===== config.mk =====
export PLATFORM = sky130hd
export DESIGN_NAME = rwbs_fifo
export DESIGN_NICKNAME = d
export VERILOG_FILES = /design/src/rtl/rwbs_fifo.sv
export SDC_FILE = /design/constraint.sdc
export NUM_CORES = 1
export LEC_CHECK = 0
export BUFFER_PORTS_ARGS = -buffer_cell sky130_fd_sc_hd__buf_2
export CAP_MARGIN = 10
export CELL_PAD_IN_SITES_DETAIL_PLACEMENT = 2
export CELL_PAD_IN_SITES_GLOBAL_PLACEMENT = 2
export CORE_MARGIN = 5
export CORE_UTILIZATION = 35
export DETAILED_ROUTE_END_ITERATION = 10
export PLACE_DENSITY = 0.76
export SYNTH_ARGS = -nofsm -noshare
export SYNTH_HDL_FRONTEND = slang
export SYNTH_SLANG_ARGS = --single-unit

===== constraint.sdc =====
create_clock -name clk -period 4.6 [get_ports clk]
set_input_delay 0.46 -clock clk [delete_from_list [all_inputs] [get_ports clk]]
set_output_delay 0.46 -clock clk [all_outputs]
set_load 0.005 [all_outputs]

===== src/rtl/rwbs_fifo.sv =====
// two entry queue between the front and back ends
`timescale 1ns / 1ps
`default_nettype none

module rwbs_fifo
#(
    parameter int DATA_W = 41
)
(
    input  wire logic              clk,
    input  wire logic              rst_n,
    input  wire logic              wr_en,
    input  wire logic [DATA_W-1:0] wr_data,
    output logic                   is_full,
    input  wire logic              rd_en,
    output logic                   rd_valid,
    output logic [DATA_W-1:0]      rd_data
);

    logic [DATA_W-1:0] slot_reg [2];
    logic       wr_ptr_reg;
    logic       wr_ptr_next;
    logic       rd_ptr_reg;
    logic       rd_ptr_next;
    logic [1:0] count_reg;
    logic [1:0] count_next;

    assign is_full  = (count_reg == 2'd2);
    assign rd_valid = (count_reg != 2'd0);
    assign rd_data  = slot_reg[rd_ptr_reg];

    always_comb
    begin
        wr_ptr_next = wr_ptr_reg ^ wr_en;
        rd_ptr_next = rd_ptr_reg ^ rd_en;
        count_next  = count_reg + 2'(wr_en) - 2'(rd_en);
    end

    always_ff @(posedge clk or negedge rst_n)
    begin
        if (!rst_n)
        begin
            wr_ptr_reg <= 1'b0;
            rd_ptr_reg <= 1'b0;
            count_reg  <= 2'd0;
        end
        else
        begin
            wr_ptr_reg <= wr_ptr_next;
            rd_ptr_reg <= rd_ptr_next;
            count_reg  <= count_next;
        end
    end

    always_ff @(posedge clk)
    begin
        if (wr_en)
        begin
            slot_reg[wr_ptr_reg] <= wr_data;
        end
    end

endmodule : rwbs_fifo

`default_nettype wire


Yosys cells after proc, flatten, opt, wreduce, memory -nomap -nowiden
Memory sizes are Yosys's and may differ from the RTL's.
Cells that the tools add are included.
Storage, ports and cells
  memories: 1
  logic and storage cells: 12
  bits of input ports: 45
  register bits: 4
  output and inout port bits: 43
  memory bits (writable): 82
Memory list
  slot_reg: words 2, bits a word 41, read ports 1, clocked after Yosys merged registers in 0, write ports 1, RTL line 20  | logic [DATA_W-1:0] slot_reg [2];
Cells by class
  reductions and logical operators: 1
  bitwise logic cells: 2
  $add $sub $neg: 2
  mux-type cells: 2
  equality and inequality tests: 1
Operator list (number)
  $add 2x1->2: 1
  $eq 2x2->1 const B: 1
  $mux 1: 2
  $reduce_bool 2->1: 1
  $sub 2x1->2: 1
  $xor 1x1->1: 2

Logic depth before layout (Yosys ltp)
  depth in word-level cells: 2
  mapped depth: 5

Worst setup path before layout
OpenSTA, ideal clock, no wires.
  path kind: input port to flip-flop
  from: in wr_en
  to: mem slot_reg[0][0], enable pin
  arrival: 1.493 ns
  slack: 2.704 ns
  library setup time: 0.402 ns
  cell stages on the path: 1
  path through: ha_1
On the way
  word-level cells in the longest chain between the ends: 2
Ends and longest elaborated chain
  start, declared: RTL line 12  | input wire logic wr_en,
  $mux 1: RTL line 57  | if (wr_en)
  $mux 1 (implied by the code): RTL line 59  | slot_reg[wr_ptr_reg] <= wr_data;
  end, declared: RTL line 20
Every way passes these cells.

Worst setup path after layout
  from: reg rd_ptr_reg
  to: out rd_data[40]
On the way
  word-level cells in the longest chain between the ends: 1
Ends and longest elaborated chain
  start, declared: RTL line 23  | logic rd_ptr_reg;
  start signal, assigned: RTL line 50  | rd_ptr_reg <= rd_ptr_next;
  $mem_v2 2x41
  end, declared: RTL line 17  | output logic [DATA_W-1:0] rd_data
Every way passes these cells.

==> results.json <==
{
  "status": "finished clean",
  "drive_above_1_share_pct": 60.2,
  "port_buffers": 87,
  "largest_register_ffs": 82,
  "cts.reportedPaths.clkPinSlew_ns": 0.09,
  "ios": 88,
  "crit_start": "rd_ptr_reg$_DFF_PN0_",
  "drcViolationCount": 0,
  "hp-start": "wr_data[9]",
  "power.density_nw_per_um2": 564,
  "critPathKind": "register to primary output",
  "yosysTopAreaCell": "edfxtp_1",
  "core_um2": 9330,
  "yosysSeqAreaShare_pct": 76.0,
  "grt_use_total_pct": 11.7,
  "syn_nets": 193,
  "placed_cell_area_um2": 3890,
  "grt_setup_unrepaired": "false",
  "regToRegEndpoint": "slot_reg[0][24]$_DFFE_PP_",
  "whs_endpoint": "slot_reg[0][9]$_DFFE_PP_",
  "cts_buffers": 9,
  "syn_inst": 144,
  "finalSetupViolations": 0,
  "postCtsSetupBuffers": 0,
  "critPathMaxFanout": 29,
  "setup_slack_ns": 2.04,
  "grt_pass1_vias": 1850,
  "antenna_found_initial": 0,
  "cp_data_arrival_time_ns": 2.10,
  "cts_max_level": 3,
  "regToRegStartpoint": "wr_ptr_reg$_DFF_PN0_",
  "wirelength_mm": 6.53,
  "vdd_ir_drop_max_mv": 0.298,
  "clock_power_share_pct": 19.9,
  "place_hpwl_mm": 4.57,
  "worstPathRequired_ns": 4.14,
  "antenna_left": 0,
  "sw_frac_of_total_pct": 28.1,
  "syn_avg_cell_area_um2": 23.4,
  "clock-sinks": 86,
  "drt-initial-drc-count": 23,
  "drv_slew": 0,
  "root_buffer": "clkbuf_8",
  "ys_ff_latch": 86,
  "yosys.cell_types.count": 12,
  "die_w_um": 108,
  "dieArea_um2": 11700,
  "maxCapViolCount": 0,
  "crit_family": "buffers and inverters",
  "nNetsFinal": 288,
  "period_needed_ns": 2.56,
  "grt_pass1_wl_mm": 10.0,
  "grt_use_met3_pct": 2.75,
  "timing.reg2reg.setup_slack_ns": 2.85,
  "hold_violations": 0,
  "timing.setup.tns_ns": 0,
  "layout-area-overhead-vs-synth_pct": 20.7,
  "setup.worst_path.end_class": "primary output",
  "clk-insertion-delay-late_ns": 0.34,
  "cts_buffer_depth": 2,
  "routedWlPerCell_um": 17.5,
  "grt.busiest_layer": "met2",
  "internal-power_w": 0.00165,
  "slew_headroom_pct": 29.1,
  "r2r_cells": 2,
  "stdcell_area_um2": 4070,
  "tightest_slew_ns": 1.06,
  "cp-start-kind": "register",
  "start_util_pct": 36.2,
  "die_y_um": 108,
  "max_freq_mhz": 391,
  "crit_path_max_incr_delay_ns": 0.67,
  "synth_area_leaders": "edfxtp_1 73%, mux2_4 17%, dfrtp_1 3.0%, buf_12 2.4%, ha_1 1.5%",
  "cp_cell_sequence": "buf_4 -> mux2_2 -> buf_2",
  "vias": 1613,
  "grt_overflow_total": 0,
  "synth_top_area_share_pct": 73.0,
  "comb_power_share_pct": 31.1,
  "synth_warnings": 0,
  "use_met2_pct": 19.8,
  "tritoncts": "yes",
  "vias_per_cell": 4.32,
  "finClkSkew_ns": 0.00659,
  "use_met1_pct": 13.9,
  "cp_num_buf_inv": 2,
  "seqPwrFrac_pct": 49.0,
  "final_util_pct": 43.6,
  "n_antenna_cell": 0,
  "post-route-period-util_pct": 55.6,
  "worstHoldPathCells": 1,
  "p_leak_nw": 1.64,
  "gp_congestion": 0.641,
  "dr.pass1.iters": 3,
  "power_switching_w": 0.000644,
  "grt_max_degree": 42,
  "syn-cell-area_um2": 3370,
  "hp-class": "input port to register",
  "num_rows": 35,
  "dp_slack_ns": 2.37,
  "cp_slowest_cell": "dfrtp_2"
}
-- through the flow --
step	power (W)	std cells	hold slack (ns)
2_1_floorplan	0.00167	144	0.164
3_3_place_gp	0.00185	356	0.275
3_5_place_dp	0.00189	356	0.278
4_1_cts	0.00235	373	0.286
5_1_grt	0.00244	373	0.283
6_report	0.00230	373	0.306
-- power groups by stage --
stage | registers (W) | logic [W] | clock network, W
global route | 0.00114 | 0.000778 | 0.000512
CTS | 0.00113 | 0.000744 | 0.000478
floorplan | 0.00109 | 0.000576 | 0
detailed placement | 0.00115 | 0.000741 | 0
finish | 0.00113 | 0.000714 | 0.000457
global placement | 0.00113 | 0.000722 | 0
-- worst max path at each step --
stage / to / slack (ns) / cells after the start
finish: rd_data[40] / 2.04 / 3
global route: rd_data[40] / 1.90 / 3
CTS: rd_data[40] / 1.97 / 3
detailed placement: rd_data[40] / 2.37 / 3
global placement: rd_data[0] / 2.40 / 3
floorplan: slot_reg[0][0]$_DFFE_PP_ / 2.70 / 1
-- cell usage after synthesis, drive strengths merged --
master / number
edfxtp: 82
mux2: 41
buf: 5
dfrtp: 4
ha: 4
inv: 4
nor2b: 1
or2: 1
xor2: 1
xor3: 1
-- metal layers --
metal	vias up	wire, µm
met5	-	0
met4	0	112
met3	9	379
met2	54	3340
met1	807	2700
li1	743	-
-- worst reg2reg max path, stage by stage (launching register included) --
cell	delay [ns]
dfrtp_1	0.40
inv_1	0.07
ha_2	0.88
-- what timing repair did --
item,CTS,global route
gates resized for setup,0,0
hold buffers,1,0
hold endpoints to repair,4,0
-- final cells by class --
type / count / area, µm²
inverters: 4 / 15.0
clock buffers: 11 / 131
fillers: 890 / 5260
multi-input cells: 49 / 708
well taps: 129 / 161
clock inverters: 5 / 36.3
repair buffers: 89 / 453
flip-flops and latches: 86 / 2560
-- logic make-up after synthesis --
kind of cell,count (synthesis),share of synthesized area [%]
adders and majority gates,4,1.48
DFF,86,76.0
buffers and inverters,9,3.15
xor gates and xnor gates,2,0.965
muxes,41,18.0
and+or+nand+nor,2,0.371
-- cells in the final DEF (no fill, tap or decap), drive strengths merged, types with 2 or more instances in the layout --
master / netlist / routed
clkinv: 0 / 2
clkbuf: 0 / 11
dfrtp: 4 / 4
ha: 4 / 4
inv: 4 / 4
mux2: 41 / 41
edfxtp: 82 / 82
buf: 5 / 88
clkinvlp: 0 / 3
(Power assumes the default switching activity.)
