$ cat src/rtl/rwbs_pkg.sv
// shared constants for the roulette wheel bisection select block
`timescale 1ns / 1ps
`default_nettype none

package rwbs_pkg;

    // port field widths
    localparam int FUNC_W  = 1;
    localparam int ENTRY_W = 8;
    localparam int VALUE_W = 32;
    localparam int CFG_W   = 9;
    localparam int OUT_W   = 8;

    // item function codes
    localparam logic [FUNC_W-1:0] FUNC_WRITE  = 1'b0;
    localparam logic [FUNC_W-1:0] FUNC_SELECT = 1'b1;

endpackage : rwbs_pkg

`default_nettype wire

$ cat src/rtl/rwbs_front.sv
// front end: accepts items, drops out of range writes, builds queue entries
`timescale 1ns / 1ps
`default_nettype none

module rwbs_front
    import rwbs_pkg::*;
#(
    parameter int TABLE_DEPTH = 256,
    parameter int WEIGHT_BITS = 32,
    parameter int IDX_W       = 8
)
(
    input  wire logic                   push,
    output logic                        full,
    input  wire logic [FUNC_W-1:0]      func,
    input  wire logic [ENTRY_W-1:0]     entry_index,
    input  wire logic [VALUE_W-1:0]     value,
    input  wire logic [CFG_W-1:0]       entries_in_use,
    input  wire logic                   q_full,
    output logic                        q_push,
    output logic [FUNC_W-1:0]           q_func,
    output logic [IDX_W-1:0]            q_idx,
    output logic [WEIGHT_BITS-1:0]      q_weight
);

    logic [31:0] eiu_w;
    logic [IDX_W-1:0] last_idx;
    logic write_ok;

    // last searched entry after the zero and saturation rules
    always_comb
    begin
        eiu_w = 32'(entries_in_use);
        if (eiu_w == 32'd0)
        begin
            last_idx = '0;
        end
        else if (eiu_w > 32'(TABLE_DEPTH))
        begin
            last_idx = IDX_W'(TABLE_DEPTH - 1);
        end
        else
        begin
            last_idx = IDX_W'(eiu_w - 32'd1);
        end
    end

    assign write_ok = (32'(entry_index) < 32'(TABLE_DEPTH));

    assign full     = q_full;
    // a write outside the table is taken and dropped here
    assign q_push   = push && !q_full && ((func == FUNC_SELECT) || write_ok);
    assign q_func   = func;
    assign q_idx    = (func == FUNC_SELECT) ? last_idx : IDX_W'(entry_index);
    assign q_weight = WEIGHT_BITS'(value);

endmodule : rwbs_front

`default_nettype wire

$ cat config.mk
export PLATFORM = sky130hd
export DESIGN_NAME = rwbs_front
export DESIGN_NICKNAME = d
export VERILOG_FILES = /design/src/rtl/rwbs_pkg.sv /design/src/rtl/rwbs_front.sv
export SDC_FILE = /design/constraint.sdc
export NUM_CORES = 1
export LEC_CHECK = 0
export BUFFER_PORTS_ARGS = -buffer_cell sky130_fd_sc_hd__buf_2
export CORE_UTILIZATION = 26
export DETAILED_ROUTE_END_ITERATION = 12
export GPL_ROUTABILITY_DRIVEN = 0
export PLACE_DENSITY = 0.82
export SLEW_MARGIN = 0
export SYNTH_ARGS = -nofsm -noshare
export SYNTH_HDL_FRONTEND = slang
export SYNTH_SLANG_ARGS = --single-unit
export TNS_END_PERCENT = 100
$ cat constraint.sdc
create_clock -name vclk -period 1.4
set_input_delay 0.28 -clock vclk [all_inputs]
set_output_delay 0.28 -clock vclk [all_outputs]
set_load 0.02 [all_outputs]
### Yosys cells after proc, flatten, opt, wreduce, memory -nomap -nowiden

Cells that the tools add are included.

| storage, ports and cells | value |
|---|---|
| bits in registers | 0 |
| input bits | 52 |
| output and inout port bits | 43 |
| logic and storage cells | 8 |

| operators by class | value |
|---|---|
| add/subtract/negate cells | 1 |
| $lt $le $gt $ge | 1 |
| muxes and demuxes | 3 |
| reduce and logical (&&, ||, !) cells | 3 |

Operators by type and width:

| cell | number |
|---|---|
| $mux W8 | 3 |
| $gt A9 B9 Y1 const B | 1 |
| $logic_not A9 Y1 | 1 |
| $sub A8 B1 Y8 const B | 1 |
| $logic_and A1 B1 Y1 | 1 |
| $logic_not A1 Y1 | 1 |

### Logic depth before layout (Yosys ltp)

Gate-level depths: netlist of the first run.

| logic depth | value |
|---|---|
| depth in word-level cells | 4 |
| gate-level depth with buffers | 6 |

### Least setup slack after synthesis of the first run

OpenSTA, ideal clock, no wires.

| timing | value |
|---|---|
| kind | input-to-output |
| start | input entries_in_use[0] |
| end | output q_idx[4] |
| arrival time | 1.321 ns |
| required time | 1.120 ns |
| setup slack | -0.201 ns |
| stages | 6 |
| path buffers | 0 |
| cells stage by stage | inv_1 > ha_1 > nor3b_1 > xor2_1 > nor2_1 > o2bb2ai_1 |

| between the ends | value |
|---|---|
| cells in the longest elaborated chain, start to end | 4 |

Ends and longest elaborated chain:

| element | line | RTL |
|---|---|---|
| start: declaration | rwbs_front.sv:18 | `input wire logic [CFG_W-1:0] entries_in_use,` |
| $sub A8 B1 Y8 or $gt A9 B9 Y1 (tied branches) | rwbs_front.sv:44, rwbs_front.sv:38 |  |
| $mux W8 | rwbs_front.sv:38 | `else if (eiu_w > 32'(TABLE_DEPTH))` |
| $mux W8 * | rwbs_front.sv:34 | `if (eiu_w == 32'd0)` |
| $mux W8 * | rwbs_front.sv:54 | `assign q_idx = (func == FUNC_SELECT) ? last_idx : IDX_W'(entry_index);` |
| end: declaration | rwbs_front.sv:22 | `output logic [IDX_W-1:0] q_idx,` |

Mark *: on every way between the ends. The rest lies on a longest branch, timed or not.

### Final worst setup path of the first run

| timing | value |
|---|---|
| start | input entries_in_use[5] |
| end | output q_idx[6] |

Same word-level chain as after synthesis.

==> flow_summary_export.csv, run 1 <==
group,metric,value,unit
placed_design,port_buffers,31,
timing,worst_pin_slew,0.2746,ns
synthesis,syn-num-nets,131,
synthesis,synth.distinct_cells,17,
timing,setup_viol,8,
synthesis,synth_area_per_cell,7.296,sq um
timing,slew_headroom,81.63,%
floorplan,io_pins,95,
floorplan,rows,16,
power_and_ir_drop,leakage,0.3469,nW
synthesis,netlist_area,561.8,sq um
finish,final_nets,144,
placed_design,dp.cells,115,
global_route,grt_max_degree,7,
status,violations,"setup timing",
synthesis,synthSimpleGateAreaFrac,17.59,%
status,status,"finished with violations",
synthesis,synth_warnings,0,
power_and_ir_drop,powerDensity,331.9,nW/um^2
setup_path,critPathArrivalTime,1.36,ns
setup_path,cp-end-kind,"output pin",
global_route,grt_pass1_wl,2139,microns
synthesis,synth-xor-area-share,9.354,%
detailed_routing,num_vias,499,
detailed_routing,drtIter0Drc,3,
timing,max_freq,608.7,MHz
detailed_routing,wl_per_cell,11.28,microns
setup_path,worst_ep_required_time,1.12,ns
finish,syn_to_final_growth,23.16,%
worst_hold_path,hp-class,"input pin to output pin",
finish,diodes,0,
timing,hold_viol_final,0,
power_and_ir_drop,max-vdd-ir-drop,0.1418,mV
synthesis,synth_top_family_by_area,"buffers and inverters",
run,maxCapViolations,0,
global_route,track_usage,10.87,%
clocking,postCtsHoldBufs,0,
timing,slew_viol_final,0,
detailed_routing,drtPass1Iterations,3,
detailed_routing,wl,1297,microns
finish,drive_above_1_share,67.05,%
setup_path,cpPeakStageDelay,0.30,ns
timing,setup_slack,-0.2427,ns
global_route,grt_antenna_before_repair,0,
floorplan,die_w,48.49,microns
setup_path,worstPathCellList,"buf_6, nor4_4, a41o_1, nand2b_4, o221ai_2, buf_4",
global_route,grt_pass1_vias,517,
synthesis,seq_area_frac_synth,0,%
timing,rsz0062_at_grt,"yes",
synthesis,synth_compound_area_share,16.48,%
setup_path,crit_path_top_delay_cell,"nor4_4",
placed_design,dp_hpwl,1111,microns
synthesis,syn_inst,77,
detailed_routing,route.antenna.remaining_nets,0,
placed_design,pre_cts_slack,-0.3565,ns
floorplan,start_util,28.06,%
setup_path,crit_family,"simple AND/OR/NAND/NOR gates",
floorplan,coreArea,2002,sq um
detailed_routing,vias_per_cell,4.339,
setup_path,critPathKind,"input pin to output pin",
global_route,gr-total-overflow,0,
timing,min_period_over_period,117.3,%
setup_path,worst-path-max-fanout,3,
clocking,cts_setup_buffers,0,
setup_path,cp-start-kind,"input pin",
setup_path,critPathBufInv,2,
finish,nClkBuffers,0,
finish,seq_cells,0,
synthesis,yosys.area_share.adder,4.454,%
finish,final_cells,115,
floorplan,die_area,2351,sq um
timing,finalCriticalPeriod,1.643,ns
synthesis,synth_mux_area_share,0,%
detailed_routing,post-route-drc-count,0,
floorplan,die_h,48.49,microns
finish,regArea,0,sq um
## layout make-up
| cell class | instances | area (sq um) |
|---|---|---|
| Tap cell | 27 | 33.78 |
| Multi-Input combinational cell | 35 | 330.3 |
| Inverter | 7 | 26.28 |
| Fill cell | 231 | 1310 |
| Timing Repair Buffer | 46 | 301.5 |
## report_power, final
part / switching, mW / total [mW] / leakage (nW) / internal [mW]
registers: 0 / 0 / 0 / 0
clock network: 0 / 0 / 0 / 0
logic: 0.115 / 0.230 / 0.347 / 0.115
## through the flow
step / area (sq um) / hold WS (ns) / utilization, % / power, mW / setup TNS (ns)
finish: 691.9 / 0.5600 / 34.56 / 0.2297 / -1.723
global route: 691.9 / 0.5600 / 34.56 / 0.2490 / -2.559
CTS: 691.9 / 0.5601 / 34.56 / 0.2309 / -1.745
detailed placement: 621.8 / 0.5601 / 31.06 / 0.2030 / -2.430
global placement: 621.8 / 0.5601 / 31.06 / 0.1970 / -2.120
floorplan: 586.8 / 0.6381 / - / 0.2385 / -0.9311
## kinds of logic after synthesis
logic type | Yosys count
xor+xnor | 6
fa+ha+maj | 2
buf+inv | 42
compound gates | 10
simple gates | 17
## cells in the mapped netlist
cell type | count | area [sq um]
ha_1 | 2 | 25.02
nor3_1 | 2 | 10.01
nand2_1 | 2 | 7.510
a41o_1 | 1 | 10.01
buf_4 | 34 | 255.2
buf_6 | 1 | 11.26
nand2b_2 | 1 | 8.760
o221ai_1 | 3 | 26.28
nand3_1 | 1 | 5.000
xor2_1 | 6 | 52.55
nor3b_1 | 1 | 7.510
o2bb2ai_1 | 5 | 43.79
a31oi_2 | 1 | 12.51
inv_1 | 7 | 26.28
nor2b_1 | 2 | 12.51
nor4_4 | 1 | 21.27
nor2_1 | 7 | 26.28
## timing repair
| action | in CTS | in global routing |
|---|---|---|
| endpoints found under the setup margin | 8 | 8 |
| pin swaps | 6 | 4 |
| resized for setup | 20 | 1 |
| cloned | 0 | 0 |
## worst paths after layout
kind | start | endpoint | slack, ns | cells after the start
worst min-delay path | value[15] | q_weight[15] | 0.56 | 0
worst max-delay path | entries_in_use[5] | q_idx[6] | -0.24 | 6
## cells in the final DEF (no fill, tap or decap)
master	n
a31oi_4	1
a41o_1	1
buf_2	22
buf_4	21
buf_6	3
ha_2	2
inv_1	5
inv_2	2
nand2_1	2
nand2b_4	1
nand3_1	1
nor2_1	7
nor2b_1	2
nor3_1	2
nor3b_4	1
nor4_4	1
o221ai_2	3
o2bb2ai_1	3
o2bb2ai_2	2
xor2_1	6
## layer usage
layer / vias up / wire length (microns) / track usage, %
met5: - / 0 / 0
met4: 0 / 4 / 1.961
met3: 2 / 156 / 1.887
met1: 222 / 504 / 11.74
li1: 243 / - / -
met2: 32 / 633 / 21.83
(Power assumes the default switching activity.)
==> run 2, diff against run 1 <==
--- a/config.mk
+++ b/config.mk
@@ -5,11 +5,12 @@
 export SDC_FILE = /design/constraint.sdc
 export NUM_CORES = 1
 export LEC_CHECK = 0
+export ABC_AREA = 1
 export BUFFER_PORTS_ARGS = -buffer_cell sky130_fd_sc_hd__buf_2
-export CORE_UTILIZATION = 26
+export CORE_UTILIZATION = 31
 export DETAILED_ROUTE_END_ITERATION = 12
 export GPL_ROUTABILITY_DRIVEN = 0
-export PLACE_DENSITY = 0.82
+export PLACE_DENSITY = 0.86
 export SLEW_MARGIN = 0
 export SYNTH_ARGS = -nofsm -noshare
 export SYNTH_HDL_FRONTEND = slang
==> constraint.sdc (replaced) <==
create_clock -name vclk -period 1.55
set_input_delay 0.31 -clock vclk [all_inputs]
set_output_delay 0.31 -clock vclk [all_outputs]
set_load 0.02 [all_outputs]
==> flow_summary_export.csv, run 2 <==
group,metric,value,unit
status,status,"finished with violations",
status,violations,"setup timing",
finish,drive_above_1_share,51.46,%
detailed_routing,wl,1354,microns
placed_design,dp_hpwl,1117,microns
timing,slew_headroom,79.23,%
detailed_routing,met2_length,715,microns
detailed_routing,route.antenna.remaining_nets,0,
detailed_routing,met3_length,145,microns
finish,final_area,714.4,sq um
setup_path,critPathKind,"input pin to output pin",
worst_hold_path,hp-class,"input pin to output pin",
timing,worst_pin_slew,0.3112,ns
synthesis,netlist_area,639.4,sq um
setup_path,worst_ep_required_time,1.24,ns
finish,multiInputGateArea,405.4,sq um
setup_path,worst-path-max-fanout,4,
synthesis,synth_warnings,0,
synthesis,synthTopCellsByCount,"34 x buf_4, 27 x nand2_1, 8 x inv_1",
timing,setup_slack,-0.03323,ns
run,maxCapViolations,0,
synthesis,syn_inst,103,
global_route,grt_pass1_vias,484,
global_route,grt_max_degree,10,
detailed_routing,num_vias,563,
power_and_ir_drop,leakage,0.3881,nW
power_and_ir_drop,max-vdd-ir-drop,0.1155,mV
synthesis,netlist_top_cells_area,"buf_4 40%, nand2_1 16%, nor2_4 5.3%",
floorplan,rows,16,
timing,max_freq,631.6,MHz
detailed_routing,drtPass1Iterations,4,
synthesis,syn-num-nets,157,
synthesis,synth.distinct_cells,19,
global_route,track_usage,11.86,%
placed_design,pre_cts_slack,-0.1447,ns
finish,nClkBuffers,0,
detailed_routing,vias_per_cell,4.331,
finish,final_cell_mix,"25 x nand2_1, 24 x buf_2, 7 x inv_1, 7 x nor2_1, 6 x buf_6",
finish,fillers,227,
floorplan,start_util,32.93,%
floorplan,die_h,47.42,microns
synthesis,yosysMostFrequentCell,"buf_4",
power_and_ir_drop,finalPower,0.2031,mW
finish,diodes,0,
detailed_routing,drtIter0Drc,10,
global_route,gr-total-overflow,0,
timing,hold_ws,0.6200,ns
floorplan,die_area,2248,sq um
floorplan,io_pins,95,
timing,fin_tns_setup,-0.1283,ns
setup_path,critPathArrivalTime,1.27,ns
finish,syn_to_final_growth,11.74,%
global_route,grt_pass1_wl,2021,microns
synthesis,synth_area_per_cell,6.207,sq um
timing,rsz0062_at_grt,"yes",
synthesis,seq_area_frac_synth,0,%
global_route,grt_antenna_before_repair,0,
floorplan,coreArea,1942,sq um
setup_path,cp-end-kind,"output pin",
synthesis,synth_top_area_share,39.92,%
timing,hold_viol_final,0,
floorplan,die_w,47.42,microns
timing,min_period_over_period,102.1,%
finish,final_nets,159,
finish,seq_cells,0,
timing,finalCriticalPeriod,1.583,ns
detailed_routing,dr.max_layer_used,"met4",
synthesis,yosys.area.top_type,"buf_4",
timing,setup_viol,7,
finish,regArea,0,sq um
finish,fin_util,36.79,%
detailed_routing,wl_per_cell,10.42,microns
timing,slew_viol_final,0,
placed_design,place_area,595.6,sq um
detailed_routing,met1Wirelength,484,microns
placed_design,port_buffers,31,
finish,mostFrequentLayoutCell,"nand2_1",
setup_path,cp-start-kind,"input pin",
power_and_ir_drop,powerDensity,284.3,nW/um^2
detailed_routing,post-route-drc-count,0,
finish,final_cells,130,
placed_design,dp.cells,130,
## run 2: critical path, cell delays in order
cell and delay, ns:
buf_8 0.11, inv_8 0.06, ha_4 0.13, nand3_4 0.11, nor2_8 0.16, nor2_4 0.05
o21ai_1 0.13, nand2_1 0.08, buf_6 0.13
## run 2: area by class of cell
cell class | instances | share of cell area [%]
well taps | 27 | 4.729
inverters | 10 | 7.005
multi-input cells | 59 | 56.74
repair buffers | 34 | 31.52
## run 2: logic make-up (layout without fill, tap and decap cells)
| group | count (synthesis) | count (layout) | share of synthesized area, % |
|---|---|---|---|
| buffers and inverters | 44 | 44 | 45.79 |
| and+or+nand+nor | 47 | 47 | 38.95 |
| adders and majority gates | 2 | 2 | 3.913 |
| AOI/OAI and AO/OA | 8 | 8 | 8.612 |
| xor gates and xnor gates | 2 | 2 | 2.740 |
## run 2: final timing paths
| kind | start | endpoint | slack (ns) | cells after the start |
|---|---|---|---|---|
| worst max-delay path | entries_in_use[1] | q_idx[3] | -0.03 | 9 |
| worst min-delay path | value[6] | q_weight[6] | 0.62 | 0 |
## run 2: what timing repair did
action	in CTS	in global routing
gates resized for setup	22	10
setup endpoints to repair	8	8
setup buffers	0	0
hold buffers	0	0
pin swaps	8	4
## run 2: per-layer routing
metal	vias to the layer above	GRT usage, %
met5	-	0
met4	0	1.714
met3	4	3.396
met2	35	22.74
met1	239	13.03
li1	285	-
## run 2: power breakdown
group | total, mW | switching [mW] | internal, mW
combinational | 0.203 | 0.113 | 0.0905
sequential | 0 | 0 | 0
clock | 0 | 0 | 0
total | 0.203 | 0.113 | 0.0905
